`src/rtl/event_ring_queue_unit_assert.svh`:
```
// Assertion macros for the event ring queue; the clock is clock and the reset is reset.
`ifndef EVENT_RING_QUEUE_UNIT_ASSERT_SVH
`define EVENT_RING_QUEUE_UNIT_ASSERT_SVH

// Checks that cond implies expr in the same cycle, outside reset.
`define ERQ_ASSERT_SAME(label, cond, expr, msg) \
   label: assert property (@(posedge clock) disable iff (reset) (cond) |-> (expr)) \
      else $error(msg);

// Checks that cond implies expr in the next cycle, outside reset.
`define ERQ_ASSERT_NEXT(label, cond, expr, msg) \
   label: assert property (@(posedge clock) disable iff (reset) (cond) |=> (expr)) \
      else $error(msg);

// Checks that cond implies expr in the same cycle, also during reset.
`define ERQ_ASSERT_ALWAYS(label, cond, expr, msg) \
   label: assert property (@(posedge clock) (cond) |-> (expr)) \
      else $error(msg);

`endif

```
`src/rtl/erq_pkg.sv`:
```
// Shared types and constants of the event ring queue.
package erq_pkg;

   localparam int CAP_W   = 6;
   localparam int DATA_W  = 64;
   localparam int SLOTS_W = 6;

   // Command codes of an input word.
   localparam logic [1:0] CMD_INSERT = 2'd0;
   localparam logic [1:0] CMD_READ   = 2'd1;
   localparam logic [1:0] CMD_FLUSH  = 2'd2;
   localparam logic [1:0] CMD_UNUSED = 2'd3;

   // Status codes of a result word.
   localparam logic [1:0] STATUS_OK      = 2'd0;
   localparam logic [1:0] STATUS_INVALID = 2'd1;
   localparam logic [1:0] STATUS_NOSPACE = 2'd2;
   localparam logic [1:0] STATUS_EMPTY   = 2'd3;

   // Operation kinds passed from the front to the back.
   localparam logic [1:0] OP_INSERT  = 2'd0;
   localparam logic [1:0] OP_READ    = 2'd1;
   localparam logic [1:0] OP_FLUSH   = 2'd2;
   localparam logic [1:0] OP_INVALID = 2'd3;

   // Most events that one read returns.
   localparam logic [SLOTS_W-1:0] MAX_RESULTS = 6'd32;

   typedef struct packed {
      logic [1:0]         command;
      logic [DATA_W-1:0]  event_address;
      logic [DATA_W-1:0]  event_length;
      logic [DATA_W-1:0]  event_cookie;
      logic [SLOTS_W-1:0] read_slots;
   } req_type;

   typedef struct packed {
      logic [1:0]        status;
      logic              has_event;
      logic [DATA_W-1:0] out_address;
      logic [DATA_W-1:0] out_length;
      logic [DATA_W-1:0] out_cookie;
      logic [CAP_W-1:0]  pending_count;
      logic              last;
   } rsp_type;

   typedef struct packed {
      logic [1:0]         kind;
      logic [SLOTS_W-1:0] slots;
      logic [DATA_W-1:0]  address;
      logic [DATA_W-1:0]  length;
      logic [DATA_W-1:0]  cookie;
   } op_type;

endpackage

```
`src/rtl/erq_fifo.sv`:
```
// Two-entry word queue used between the stages of the event ring queue.
module erq_fifo #(
   parameter int WIDTH = 8
) (
   input  logic             clock,
   input  logic             reset,
   input  logic             push,
   input  logic [WIDTH-1:0] push_data,
   output logic             full,
   input  logic             pop,
   output logic [WIDTH-1:0] pop_data,
   output logic             empty
);

   logic [WIDTH-1:0] entry_ff [2];
   logic             wr_ptr_ff;
   logic             wr_ptr_in;
   logic             rd_ptr_ff;
   logic             rd_ptr_in;
   logic [1:0]       count_ff;
   logic [1:0]       count_in;
   logic             do_push;
   logic             do_pop;

   assign full     = (count_ff == 2'd2);
   assign empty    = (count_ff == 2'd0);
   assign do_push  = push && !full;
   assign do_pop   = pop && !empty;
   assign pop_data = entry_ff[rd_ptr_ff];

   // Pointer and occupancy update.
   always_comb begin
      wr_ptr_in = do_push ? !wr_ptr_ff : wr_ptr_ff;
      rd_ptr_in = do_pop ? !rd_ptr_ff : rd_ptr_ff;
      count_in  = count_ff;
      if (do_push && !do_pop) begin
         count_in = count_ff + 2'd1;
      end else if (do_pop && !do_push) begin
         count_in = count_ff - 2'd1;
      end
   end

   always_ff @(posedge clock) begin
      if (reset) begin
         wr_ptr_ff <= 1'b0;
         rd_ptr_ff <= 1'b0;
         count_ff  <= 2'd0;
      end else begin
         wr_ptr_ff <= wr_ptr_in;
         rd_ptr_ff <= rd_ptr_in;
         count_ff  <= count_in;
      end
   end

   // Storage for the queued words.
   always_ff @(posedge clock) begin
      if (do_push) begin
         entry_ff[wr_ptr_ff] <= push_data;
      end
   end

endmodule

```
`src/rtl/erq_front.sv`:
```
// Front part: accepts input words, classifies them and queues operations.
module erq_front
   import erq_pkg::*;
(
   input  logic    clock,
   input  logic    reset,
   input  logic    req_push,
   input  req_type req_word,
   output logic    req_full,
   output logic    op_valid,
   output op_type  op_word,
   input  logic    op_pop
);

   op_type decoded;
   logic   op_empty;

   // Classify the command; a read of zero slots and the unused code are invalid.
   always_comb begin
      decoded.address = req_word.event_address;
      decoded.length  = req_word.event_length;
      decoded.cookie  = req_word.event_cookie;
      decoded.slots   = (req_word.read_slots > MAX_RESULTS) ? MAX_RESULTS
                                                            : req_word.read_slots;
      unique case (req_word.command)
         CMD_INSERT: begin
            decoded.kind = OP_INSERT;
         end
         CMD_READ: begin
            decoded.kind = (req_word.read_slots == '0) ? OP_INVALID : OP_READ;
         end
         CMD_FLUSH: begin
            decoded.kind = OP_FLUSH;
         end
         CMD_UNUSED: begin
            decoded.kind = OP_INVALID;
         end
         default: begin
            decoded.kind = OP_INVALID;
         end
      endcase
   end

   // Short queue that decouples the input side from the back part.
   erq_fifo #(
      .WIDTH($bits(op_type))
   ) u_op_queue (
      .clock    (clock),
      .reset    (reset),
      .push     (req_push),
      .push_data(decoded),
      .full     (req_full),
      .pop      (op_pop),
      .pop_data (op_word),
      .empty    (op_empty)
   );

   assign op_valid = !op_empty;

endmodule

```
`config.mk`:
```
export PLATFORM = sky130hd
export DESIGN_NAME = erq_front
export DESIGN_NICKNAME = d
export VERILOG_FILES = /design/src/rtl/event_ring_queue_unit_assert.svh /design/src/rtl/erq_pkg.sv /design/src/rtl/erq_fifo.sv /design/src/rtl/erq_front.sv
export SDC_FILE = /design/constraint.sdc
export NUM_CORES = 1
export LEC_CHECK = 0
export BUFFER_PORTS_ARGS = -buffer_cell sky130_fd_sc_hd__buf_4
export CAP_MARGIN = 10
export CORE_ASPECT_RATIO = 1.2
export CORE_MARGIN = 3
export CORE_UTILIZATION = 45
export CTS_CLUSTER_DIAMETER = 200
export DETAILED_ROUTE_END_ITERATION = 6
export PLACE_DENSITY = 0.72
export SYNTH_ARGS = -nofsm -noshare
export SYNTH_HDL_FRONTEND = slang
export SYNTH_SLANG_ARGS = --single-unit
export TNS_END_PERCENT = 10
```
`constraint.sdc`:
```
create_clock -name clock -period 8.13 [get_ports clock]
set_input_delay 1.626 -clock clock [delete_from_list [all_inputs] [get_ports clock]]
set_output_delay 1.626 -clock clock [all_outputs]
set_load 0.02 [all_outputs]
```
==> results by stage <==
Clock network:
- The cell sitting at the root of the clock tree is a sky130_fd_sc_hd__clkbuf_16.
- After clock tree synthesis, the clock-pin slew on the worst setup and hold paths is 0.05 ns.
- The number of sinks driven by the clock tree is 405.
- After clock tree synthesis, the flow added hold-fix buffers numbering 0.
- In this run the deepest clock path goes through 3 buffers.
- The count of cells resized by post-cts repair is 0.
- The clock insertion delay at the later pin of the skew report is 0.51 ns.
- The CTS H-tree depth is 2.
- The CTS tree is built.
- Buffers added to address setup during post-CTS repair amount to 0.
- The number of buffers inserted during clock tree synthesis is 40.

Routing:
- The met3 wire length is 2920 um.
- In the final routed layout, each cell accounts on average for 20.2 um.
- The total detailed-routing wirelength is 30,700 um.
- The first routing iteration left about 420 violations.
- The count of unresolved DRC violations after routing is 0.
- The first detailed-routing pass took 4 iterations.
- The highest routed metal layer is met4.
- Dividing the detail-routed via count by the number of cells gives slightly below 5.
- Wire segments on met2 add up to about 15,000 um in the final route.
- In the final routing, the length of wire on met1 measures approximately 11,000 um.
- The vias after detailed routing is approximately 7,600.
- The number of nets with antenna violations after detailed routing is 0.

Setup path:
- The data arrival at the endpoint of the critical path is 3.05 ns.
- The startpoint of the worst register-to-register path is u_op_queue.count_ff[0].
- The number of cells on the worst reg-to-reg path is 4.
- The worst endpoint required time is 6.50 ns.
- The signal on the critical path passes through buf_4, buf_4, mux2_2, buf_4.
- Along the worst path, the maximum fanout reaches 56.
- The launching element type of the critical path is a flop.
- The worst setup path is of the flop to output port kind.
- In this run the register-to-register setup slack is approximately 5.3 ns.
- The nature of the critical path endpoint is an output port.
- In this run the critical register-to-register path is captured at u_op_queue.entry_ff[0][43].
- On the worst path, the slowest cell contributes a delay of 0.75 ns.
- The cell seen most often among critical-path stages is sky130_fd_sc_hd__buf_4.
- The largest individual stage delay along the critical path comes from the cell sky130_fd_sc_hd__dfxtp_4.

Yosys:
- By count the netlist is led by sky130_fd_sc_hd__edfxtp_1 (400), sky130_fd_sc_hd__mux2_2 (200), sky130_fd_sc_hd__buf_6 (20).
- After synthesis, flip-flops and latches occupy 81.9% of the total area.
- After synthesis, the cell types taking the most area are sky130_fd_sc_hd__edfxtp_1 (81%), sky130_fd_sc_hd__mux2_2 (15%), sky130_fd_sc_hd__buf_6 (1.5%), sky130_fd_sc_hd__dfxtp_1 (0.68%), sky130_fd_sc_hd__nor2b_1 (0.21%).
- The most common cell in the netlist is sky130_fd_sc_hd__edfxtp_1.
- Counting flops with an async set or reset pin after synthesis yields a share of 0%.
- The synthesized netlist cell count is around 660.
- In this run, synthesis produced a sequential element count of just over 400.
- The synthesized design contains 400 enable-type register cells.
- For this run, the number of Yosys warnings is 0.
- The synthesized design devotes to its leading area cell type 81.3% of total area.
- For this run, the leading register cell type out of synthesis is sky130_fd_sc_hd__edfxtp_1.
- The net count after synthesis is about 860.
- Averaged over all synthesized cells, the footprint is about 22 um2.
- The number of distinct library cells after synthesis is 19.
- In this run the cell area of the synthesized design comes to 14,800 um2.
- sky130_fd_sc_hd__edfxtp_1 takes more of the synthesized area than any other cell.

Cells and area:
- The layout filler cell count is 2,363.
- Excluding fillers, the count of instances in the completed layout stands at 1,522.
- The synthesis-to-layout area growth is 31.0%.
- The fraction of layout instances using a drive strength above 1 is 59.9%.
- In the final design database the tool counted between 1,000 and 1,500 nets.

Global routing:
- The initial antenna violation count was 2.
- The wire length of the first global-routing pass is 44,100 um.
- The number of global-route vias before repair is 7,853.
- The total overflow reported by the global router is 0.
- Entering global routing, the biggest net connects 168 pins.
- Global routing consumed, over all layers together, 16.6% of the routing resources.

Place:
- The wire-length estimate of the detail-placed layout is 20,900 um.
- Routability-driven placement finished with a final weighted congestion of 0.808.
- The placed cell count is 1,450.
- In this run the tool buffered the top-level ports with 405 buffer cells.

Timing:
- Dividing the final minimum period by the clock period gives 57.6%.
- The number of hold violations in the final report is 0.
- At the pin with the least slew margin, the transition time is 1.13 ns.
- The setup violation total in the final timing report is 0.
- The final setup skew is 0.0117 ns.
- The post-route setup TNS is 0 ns.
- The number of max-slew violations in the final report is 0.
- Setup repair after global routing left no endpoint under its margin.
- The minimum period implied by the final worst setup slack is 4.68 ns.
- Derived from the worst setup path, the maximum achievable clock frequency is 0.214 GHz.
- The worst slew margin relative to its limit is 24.5%.

Run status:
- The run finished with clean final reports.

Min path:
- The worst hold path was traced through 2 stages.
- The path class of the tightest hold or removal check is flop to flop.
- In this run the most critical hold path is launched from u_op_queue.rd_ptr_ff.

Floorplanning:
- The die height is 205 um.
- The die covers 35,100 um2.
- The core footprint is 32,300 um2.
- The number of ports placed on the die boundary is 406.
- The die is 171 um wide.
- The number of rows created at floorplan is 72.
- For this configuration, the core starts out at a cell density of 45.7%.

Power:
- The power density over the cells is 322 nW/um2.
- The worst vdd rail ir drop is between 0.4 and 0.5 mV.
- The leakage power of the design is 0.00715 uW.

Flow run:
- The number of maximum-capacitance violations is 0.
-- sequential cells by signal, summed over array words and instances, names as in the netlist, named ones only --
register,cells
u_op_queue.count_ff,2
u_op_queue.wr_ptr_ff,1
u_op_queue.entry_ff,400
u_op_queue.rd_ptr_ff,1
-- kinds of logic after synthesis --
family                     count (synthesis)  synth area share (%)
adders and majority gates                  1                0.0846
muxes                                    200                  15.2
and+or+nand+nor                           16                 0.610
DFF                                      405                  81.9
xor gates and xnor gates                   3                 0.178
AOI/OAI and AO/OA                          6                 0.229
buffers and inverters                     26                  1.73
-- through the flow --
step           setup slack, ns  total power [uW]  cell area (um2)  hold WS [ns]  util, %
2_1_floorplan             1.17              3930            14800         0.452        -
3_3_place_gp              3.92              4580            18100         0.472     56.1
3_5_place_dp              3.90              4600            18100         0.495     56.1
4_1_cts                   3.36              6320            19400         0.503     59.9
5_1_grt                   3.28              6500            19400         0.530     59.9
6_report                  3.45              6240            19400         0.508     59.9
-- how the worst max path moves through the flow --
stage / cells after the start / start / to / slack (ns)
2_1_floorplan: 3 / req_push / u_op_queue.entry_ff[1][0] / 1.17
3_3_place_gp: 5 / req_push / u_op_queue.entry_ff[0][198] / 3.92
3_5_place_dp: 5 / req_push / u_op_queue.entry_ff[0][156] / 3.90
4_1_cts: 4 / flop / op_word[143] / 3.36
5_1_grt: 4 / flop / op_word[167] / 3.28
6_report: 4 / flop / op_word[143] / 3.45
-- metal layers --
metal | vias up | global-route usage [%]
li1 | 3464 | -
met1 | 3699 | 18.7
met2 | 329 | 28.3
met3 | 72 | 6.10
met4 | 0 | 7.02
met5 | - | 0
-- power by group --
part / internal, uW / switching (uW) / total (uW)
sequential: 2630 / 96.5 / 2730
clock: 993 / 710 / 1700
combinational: 817 / 989 / 1810
total: 4440 / 1800 / 6240
-- cells in the final DEF, fill, tap and decap left out, types with 3 or more instances in the layout --
master                      synthesis  layout
sky130_fd_sc_hd__nor2b_1            5       5
sky130_fd_sc_hd__o21ai_0            3       3
sky130_fd_sc_hd__dfxtp_1            5       4
sky130_fd_sc_hd__xor2_1             3       3
sky130_fd_sc_hd__clkinv_2           0       4
sky130_fd_sc_hd__clkbuf_16          0      41
sky130_fd_sc_hd__edfxtp_1         400     400
sky130_fd_sc_hd__mux2_2           200     200
sky130_fd_sc_hd__clkinv_1           0      11
sky130_fd_sc_hd__nor2_1             5       5
sky130_fd_sc_hd__clkbuf_1           2       8
sky130_fd_sc_hd__buf_4              2     409
-- worst max-delay path, delay by kind of cell (launching register included) --
family	cells	cell delay (ns)
buf+inv	3	1.30
mux	1	0.42
flops	1	0.75
-- area by class of cell --
type	instances	area [um2]	share of cell area, %
inverter	2	15.0	0.0775
sequential	405	12100	62.6
clock buffer	50	1070	5.52
antenna	2	5.00	0.0258
tap	407	509	2.63
clock inverter	20	145	0.749
multi-input combinational	226	2420	12.5
timing repair buffer	410	3090	16.0
Power figures use the tool's default switching activity.
