--- src/rtl/event_ring_queue_unit_assert.svh ---
// Assertion macros for the event ring queue; the clock is clock and the reset is reset.
`ifndef EVENT_RING_QUEUE_UNIT_ASSERT_SVH
`define EVENT_RING_QUEUE_UNIT_ASSERT_SVH

// Checks that cond implies expr in the same cycle, outside reset.
`define ERQ_ASSERT_SAME(label, cond, expr, msg) \
   label: assert property (@(posedge clock) disable iff (reset) (cond) |-> (expr)) \
      else $error(msg);

// Checks that cond implies expr in the next cycle, outside reset.
`define ERQ_ASSERT_NEXT(label, cond, expr, msg) \
   label: assert property (@(posedge clock) disable iff (reset) (cond) |=> (expr)) \
      else $error(msg);

// Checks that cond implies expr in the same cycle, also during reset.
`define ERQ_ASSERT_ALWAYS(label, cond, expr, msg) \
   label: assert property (@(posedge clock) (cond) |-> (expr)) \
      else $error(msg);

`endif

--- src/rtl/erq_fifo.sv ---
// Two-entry word queue used between the stages of the event ring queue.
module erq_fifo #(
   parameter int WIDTH = 8
) (
   input  logic             clock,
   input  logic             reset,
   input  logic             push,
   input  logic [WIDTH-1:0] push_data,
   output logic             full,
   input  logic             pop,
   output logic [WIDTH-1:0] pop_data,
   output logic             empty
);

   logic [WIDTH-1:0] entry_ff [2];
   logic             wr_ptr_ff;
   logic             wr_ptr_in;
   logic             rd_ptr_ff;
   logic             rd_ptr_in;
   logic [1:0]       count_ff;
   logic [1:0]       count_in;
   logic             do_push;
   logic             do_pop;

   assign full     = (count_ff == 2'd2);
   assign empty    = (count_ff == 2'd0);
   assign do_push  = push && !full;
   assign do_pop   = pop && !empty;
   assign pop_data = entry_ff[rd_ptr_ff];

   // Pointer and occupancy update.
   always_comb begin
      wr_ptr_in = do_push ? !wr_ptr_ff : wr_ptr_ff;
      rd_ptr_in = do_pop ? !rd_ptr_ff : rd_ptr_ff;
      count_in  = count_ff;
      if (do_push && !do_pop) begin
         count_in = count_ff + 2'd1;
      end else if (do_pop && !do_push) begin
         count_in = count_ff - 2'd1;
      end
   end

   always_ff @(posedge clock) begin
      if (reset) begin
         wr_ptr_ff <= 1'b0;
         rd_ptr_ff <= 1'b0;
         count_ff  <= 2'd0;
      end else begin
         wr_ptr_ff <= wr_ptr_in;
         rd_ptr_ff <= rd_ptr_in;
         count_ff  <= count_in;
      end
   end

   // Storage for the queued words.
   always_ff @(posedge clock) begin
      if (do_push) begin
         entry_ff[wr_ptr_ff] <= push_data;
      end
   end

endmodule

--- config.mk ---
export PLATFORM = sky130hd
export DESIGN_NAME = erq_fifo
export DESIGN_NICKNAME = d
export VERILOG_FILES = /design/src/rtl/event_ring_queue_unit_assert.svh /design/src/rtl/erq_fifo.sv
export SDC_FILE = /design/constraint.sdc
export NUM_CORES = 1
export LEC_CHECK = 0
export BUFFER_PORTS_ARGS = -buffer_cell sky130_fd_sc_hd__buf_4
export CAP_MARGIN = 10
export CORE_MARGIN = 2
export CORE_UTILIZATION = 46
export DETAILED_ROUTE_END_ITERATION = 12
export MAX_ROUTING_LAYER = met4
export PLACE_DENSITY_LB_ADDON = 0.2
export SLEW_MARGIN = 15
export SYNTH_ARGS = -nofsm -noshare
export SYNTH_HDL_FRONTEND = slang
export SYNTH_SLANG_ARGS = --single-unit
--- constraint.sdc ---
create_clock -name clock -period 1.8 [get_ports clock]
set_input_delay 0.45 -clock clock [delete_from_list [all_inputs] [get_ports clock]]
set_output_delay 0.45 -clock clock [all_outputs]
set_load 0.01 [all_outputs]
==> flow_metrics.env, run 1 <==
export IMPL_grt_max_degree=12
export IMPL_tritoncts="built"
export IMPL_pre_cts_ws_ps=184.9
export IMPL_grt_pass1_vias=400
export IMPL_gp_congestion=0.6416
export IMPL_cts_resized=1
export IMPL_synth_seq_cells=21
export IMPL_core_rowCount=15
export IMPL_worstPathCellList="mux2_2 -> buf_4"
export IMPL_cts_root_buf="clkbuf_4"
export IMPL_grt_overflow=0
export IMPL_total_leakage_power_nw=0.3962
export IMPL_synth_cell_type_count=13
export IMPL_dp_hpwl_um=845.5
export IMPL_via_per_inst=4.989
export IMPL_drc_errors=0
export IMPL_slew_violations=0
export IMPL_netlist_area_um2=793.3
export IMPL_drive_gt1_share_pct=45.95
export IMPL_worstPathRequired_ps=1350
export IMPL_powerDensity_nw_per_um2=1338
export IMPL_max_stage_delay_ps=450
export IMPL_numCtsBuffers=3
export IMPL_core_region_area_um2=1670
export IMPL_grt_usage_pct=12.47
export IMPL_arrival_ps=1260
export IMPL_clock_path_buffers=2
export IMPL_fin_crit_sh_pct=94.88
export IMPL_synthesis_instances=50
export IMPL_yosysTopAreaCell="edfxtp_1"
export IMPL_grt_first_pass_wirelength_mm=1.752
export IMPL_clock_latency_ps=290
export IMPL_final_cells=91
export IMPL_area_growth_pct=25.39
export IMPL_antennaDiodeCount=0
export IMPL_critPathCaptureType="output port"
export IMPL_num_io_pins=22
export IMPL_setup_viol=0
export IMPL_yosys_warnings=0
export IMPL_critical_path_class="register to output port"
export IMPL_hold_class="input port to register"
export IMPL_fin_ws_ps=92.21
export IMPL_dp_cells=87
export IMPL_dieHeight_um=45.53
export IMPL_vias=454
export IMPL_path_clk_slew_ps=110
export IMPL_dieArea_um2=2073
export IMPL_regToRegStartpoint="count_ff[1]$_SDFFE_PP0P_"
export IMPL_yosysTopAreaCellShare_pct=60.57
export IMPL_fillers=140
export IMPL_start_util_pct=47.49
export IMPL_fmax_mhz=585.6
export IMPL_status="finished clean"
export IMPL_tightestPinTransition_ps=419.0
export IMPL_antenna_found_initial=0
export IMPL_holdBufCountCts=0
export IMPL_fin_setup_tns_ps=0
export IMPL_rsz0062_at_grt="no"
export IMPL_h_tree_depth=1
export IMPL_syn_avg_cell_area_um2=15.87
export IMPL_fp_dieW_um=45.53
export IMPL_syn_nets=63
export IMPL_post_drt_wl_per_cell_um=12.77
export IMPL_maxSlewHeadroom_pct=72.06
export IMPL_synth_area_leaders="edfxtp_1 61%, dfxtp_1 13%, mux2_2 11%, xor2_1 3.3%, nor2_1 2.4%"
export IMPL_io_buffer_count=21
export IMPL_layout_min_cycle_time_ps=1708
export IMPL_startpoint_type="register"
export IMPL_cpMaxStageDelayCell="dfxtp_2"
export IMPL_cts_setup_buffers=0
export IMPL_skew_ps=2.408
export IMPL_cts_sinks=21
export IMPL_drtIter0Drc=6
export IMPL_ys_seq_area_share_pct=73.19
export IMPL_drt_wl_total_mm=1.162
export IMPL_vdd_ir_drop_worst_uv=805.8
export IMPL_layout_nets=88
export IMPL_maxCapViolCount=0
export IMPL_finalPower_w=0.001331
export IMPL_hp_start="push_data[5]"
export IMPL_fin_area_um2=994.7
export IMPL_drt_pre_antenna_iters=2
export IMPL_hold_viol_final=0
export IMPL_placedInstanceArea_um2=967.2
export IMPL_crit_path_max_fanout=8
export IMPL_postRouteAntennaNets=0
## path summary, 6_finish.rpt
kind	to	slack, ps	depth (start not counted)
worst max register to register	count_ff[1]$_SDFFE_PP0P_	210	5
worst min register to register	wr_ptr_ff$_SDFFE_PP0P_	500	2
worst min-delay path	entry_ff[1][5]$_DFFE_PP_	340	1
worst max-delay path	pop_data[6]	90	2
## per-layer routing
| layer | wire [um] | track usage, % |
|---|---|---|
| met3 | 55 | 3.571 |
| met1 | 521 | 17.10 |
| met5 | 0 | - |
| met4 | 0 | 3.529 |
| met2 | 586 | 18.03 |
## logic make-up after synthesis
| group | count (synthesis) | synth area share [%] |
|---|---|---|
| fa+ha+maj | 1 | 1.577 |
| buf+inv | 3 | 1.577 |
| compound gates | 5 | 3.154 |
| mux | 8 | 11.36 |
| xor+xnor | 3 | 3.313 |
| flops | 21 | 73.19 |
| simple gates | 9 | 5.837 |
## per-stage QoR
step | hold slack (ps) | utilization, %
detailed placement | 488.3 | 57.90
finish | 339.3 | 59.55
global route | 322.2 | 59.55
CTS | 323.8 | 59.55
global placement | 464.7 | 57.90
floorplan | 451.6 | -
## worst max-delay path, delay by kind of cell, from the launching register on
family                 cells  cell delay (ps)
muxes                      1              370
DFF                        1              450
buffers and inverters      1              140
## power breakdown
part           internal (W)  switching, W  total, W
combinational      0.000239      0.000196  0.000436
clock             0.0000860      0.000125  0.000211
sequential         0.000621     0.0000631  0.000684
## registers in the layout (all words and copies together) (netlist names), named ones only
| register | count |
|---|---|
| entry_ff | 16 |
| count_ff | 2 |
| rd_ptr_ff | 1 |
| wr_ptr_ff | 1 |
## layout make-up
cell class                 instances  area [um^2]  area share, %
inverter                           2        7.507         0.7547
multi-input combinational         26        200.2          20.13
clock buffer                       4        26.28          2.642
sequential                        21        581.8          58.49
tap                               17        21.27          2.138
timing repair buffer              21        157.7          15.85
## synthesized netlist by cell type
library cell,count
edfxtp_1,16
mux2_2,8
dfxtp_1,5
nor2_1,5
o21ai_0,3
xor2_1,3
a21oi_1,2
inv_1,2
or3_1,2
and2_1,1
buf_2,1
ha_1,1
nor2b_2,1
## cell usage in the layout, fill, tap and decap left out, drive strengths merged, types with 2 or more instances in the layout
cell / netlist / final
buf: 1 / 21
edfxtp: 16 / 16
xor2: 3 / 3
a21oi: 2 / 2
or3: 2 / 2
dfxtp: 5 / 5
nor2: 5 / 5
inv: 2 / 2
clkbuf: 0 / 4
mux2: 8 / 8
o21ai: 3 / 3
(Power assumes the default switching activity.)
==> run 2: changes to the inputs <==
Clock period 1.8 ns to 1.62 ns, I/O delays scaled along.
==> run 2 against run 1 <==
Net effect: clock power rose by 12%; die area unchanged; via count is 3.3% higher; flip-flop and latch count stayed put; register-to-register slack worse by 110 ps; non-clock buffer count up 1; critical path type unchanged; power grew 20%; cell count increased by 1.1%; combinational power is 34% higher; largest cell class unchanged; clock skew down 0.53 ps; setup slack worse by 62 ps.
==> flow_metrics.env, run 2 (synthesis gave the netlist of run 1 again) <==
export IMPL_start_util_pct=47.49
export IMPL_grt_overflow=0
export IMPL_drc_errors=0
export IMPL_gp_congestion=0.6429
export IMPL_dieArea_um2=2073
export IMPL_grt_max_degree=12
export IMPL_grt_busiest_layer="met2"
export IMPL_dieHeight_um=45.53
export IMPL_grtUsageMet2_pct=17.75
export IMPL_clock_path_buffers=2
export IMPL_drtIter0Drc=9
export IMPL_grt_first_pass_wirelength_mm=1.642
export IMPL_drive_gt1_share_pct=48.00
export IMPL_setup_viol=0
export IMPL_num_io_pins=22
export IMPL_arrival_ps=1180
export IMPL_grt_usage_pct=12.12
export IMPL_max_stage_delay_ps=450
export IMPL_worstPathCellList="mux2_4 -> buf_6"
export IMPL_hold_depth=2
export IMPL_placedInstanceArea_um2=974.7
export IMPL_critPathCaptureType="output port"
export IMPL_total_leakage_power_nw=0.4393
export IMPL_cpMaxStageDelayCell="dfxtp_4"
export IMPL_grtUsageMet3_pct=2.381
export IMPL_rr_endpoint="count_ff[1]$_SDFFE_PP0P_"
export IMPL_regToRegStartpoint="count_ff[1]$_SDFFE_PP0P_"
export IMPL_fp_dieW_um=45.53
export IMPL_cts_sinks=21
export IMPL_fin_area_um2=1066
export IMPL_post_drt_wl_per_cell_um=12.70
export IMPL_hold_viol_final=0
export IMPL_layout_nets=89
export IMPL_h_tree_depth=1
export IMPL_maxCapViolCount=0
export IMPL_maxSlewHeadroom_pct=74.01
export IMPL_hold_class="input port to register"
export IMPL_fin_util_pct=63.82
export IMPL_layout_commonest_cell="edfxtp_1"
export IMPL_skew_ps=1.876
export IMPL_path_clk_slew_ps=100
export IMPL_slew_violations=0
export IMPL_critical_path_buf_inv_count=1
export IMPL_cts_setup_buffers=0
export IMPL_area_growth_pct=34.38
export IMPL_largest_register="entry_ff"
export IMPL_postRouteAntennaNets=0
export IMPL_numCtsBuffers=3
export IMPL_status="finished clean"
export IMPL_vias=469
export IMPL_fillers=126
export IMPL_antennaDiodeCount=0
export IMPL_fmax_mhz=629.2
export IMPL_cts_root_buf="clkbuf_4"
export IMPL_final_cells=92
export IMPL_rsz0062_at_grt="yes"
export IMPL_core_rowCount=15
export IMPL_via_per_inst=5.098
export IMPL_io_buffer_count=21
export IMPL_grt_use_met1_pct=14.77
export IMPL_vdd_ir_drop_worst_uv=1061
export IMPL_startpoint_type="register"
export IMPL_largest_reg_flops=16
export IMPL_final_cell_mix="16 x edfxtp_1, 14 x buf_4, 8 x mux2_4, 8 x buf_6, 5 x nor2_1"
export IMPL_crit_path_max_fanout=8
export IMPL_path_delay_family="flip-flops"
export IMPL_clock_latency_ps=290
export IMPL_drt_wl_total_mm=1.168
export IMPL_critical_path_class="register to output port"
export IMPL_drt_pre_antenna_iters=4
export IMPL_whs_endpoint="count_ff[1]$_SDFFE_PP0P_"
export IMPL_fin_crit_sh_pct=98.11
export IMPL_rrSetupSlack_ps=100
export IMPL_worstPathRequired_ps=1210
export IMPL_hp_start="reset"
export IMPL_reg_top3="entry_ff x16, count_ff x2"
export IMPL_tightestPinTransition_ps=389.9
export IMPL_core_region_area_um2=1670
export IMPL_grt_pass1_vias=412
export IMPL_antenna_found_initial=0
export IMPL_finalPower_w=0.001598
export IMPL_layout_min_cycle_time_ps=1589
export IMPL_powerDensity_nw_per_um2=1499
export IMPL_reg2regPathDepth=5
export IMPL_tritoncts="built"
export IMPL_fin_setup_tns_ps=0
export IMPL_dp_cells=88
run 2: changes by cell type in the layout (fill, tap and decap cells not counted):
cell and delta:
dfxtp_4 +1, dfxtp_1 -1, buf_4 -7, mux2_2 -8
buf_6 +8, mux2_4 +8
run 2: worst max path at each step:
stage / startpoint / end / slack [ps] / cells after the start
after floorplan: count_ff[1]$_SDFFE_PP0P_ / count_ff[1]$_SDFFE_PP0P_ / 110 / 5
after global placement: push / count_ff[1]$_SDFFE_PP0P_ / 100 / 6
after detailed placement: push / count_ff[1]$_SDFFE_PP0P_ / 80 / 6
after CTS: register / pop_data[2] / -20 / 2
after global routing: register / pop_data[3] / -30 / 2
final: register / pop_data[2] / 30 / 2
run 2: metrics by stage:
stage               worst slack, ps  hold WS (ps)
floorplan                     108.5         451.6
CTS                          -15.70         274.8
global route                 -29.15         268.3
global placement              101.1         471.3
finish                        30.67         289.5
detailed placement            77.20         479.4
run 2: power by group:
group	total [W]	internal, W	switching [W]	leakage, nW
Clock	0.000236	0.0000957	0.000141	0.0150
Sequential	0.000778	0.000696	0.0000821	0.192
Combinational	0.000583	0.000352	0.000231	0.233
Total	0.00160	0.00114	0.000454	0.439
run 2: what timing repair did:
action	in CTS	in global routing
resized for setup	2	17
hold endpoints to repair	0	0
hold buffers	0	0
setup endpoints to repair	8	9
run 2: worst reg2reg max path, cell delays in order, from the launching register on:
cell,delay (ps)
dfxtp_2,370
nor2b_2,200
nor2_1,70
ha_1,330
or3_1,370
a21oi_1,130
run 2: area by class of cell:
| type | instances | area (um^2) | share of cell area [%] |
|---|---|---|---|
| Sequential cell | 21 | 585.6 | 54.93 |
| Multi-Input combinational cell | 26 | 230.2 | 21.60 |
| Timing Repair Buffer | 22 | 195.2 | 18.31 |
| Clock buffer | 4 | 26.28 | 2.465 |
| Tap cell | 17 | 21.27 | 1.995 |
| Inverter | 2 | 7.507 | 0.7042 |
run 2: per-layer routing:
metal | vias to the layer above | share of wire, %
met5 | - | 0
met4 | 0 | 0
met3 | 0 | 5.1
met2 | 14 | 52
met1 | 223 | 43
li1 | 232 | -
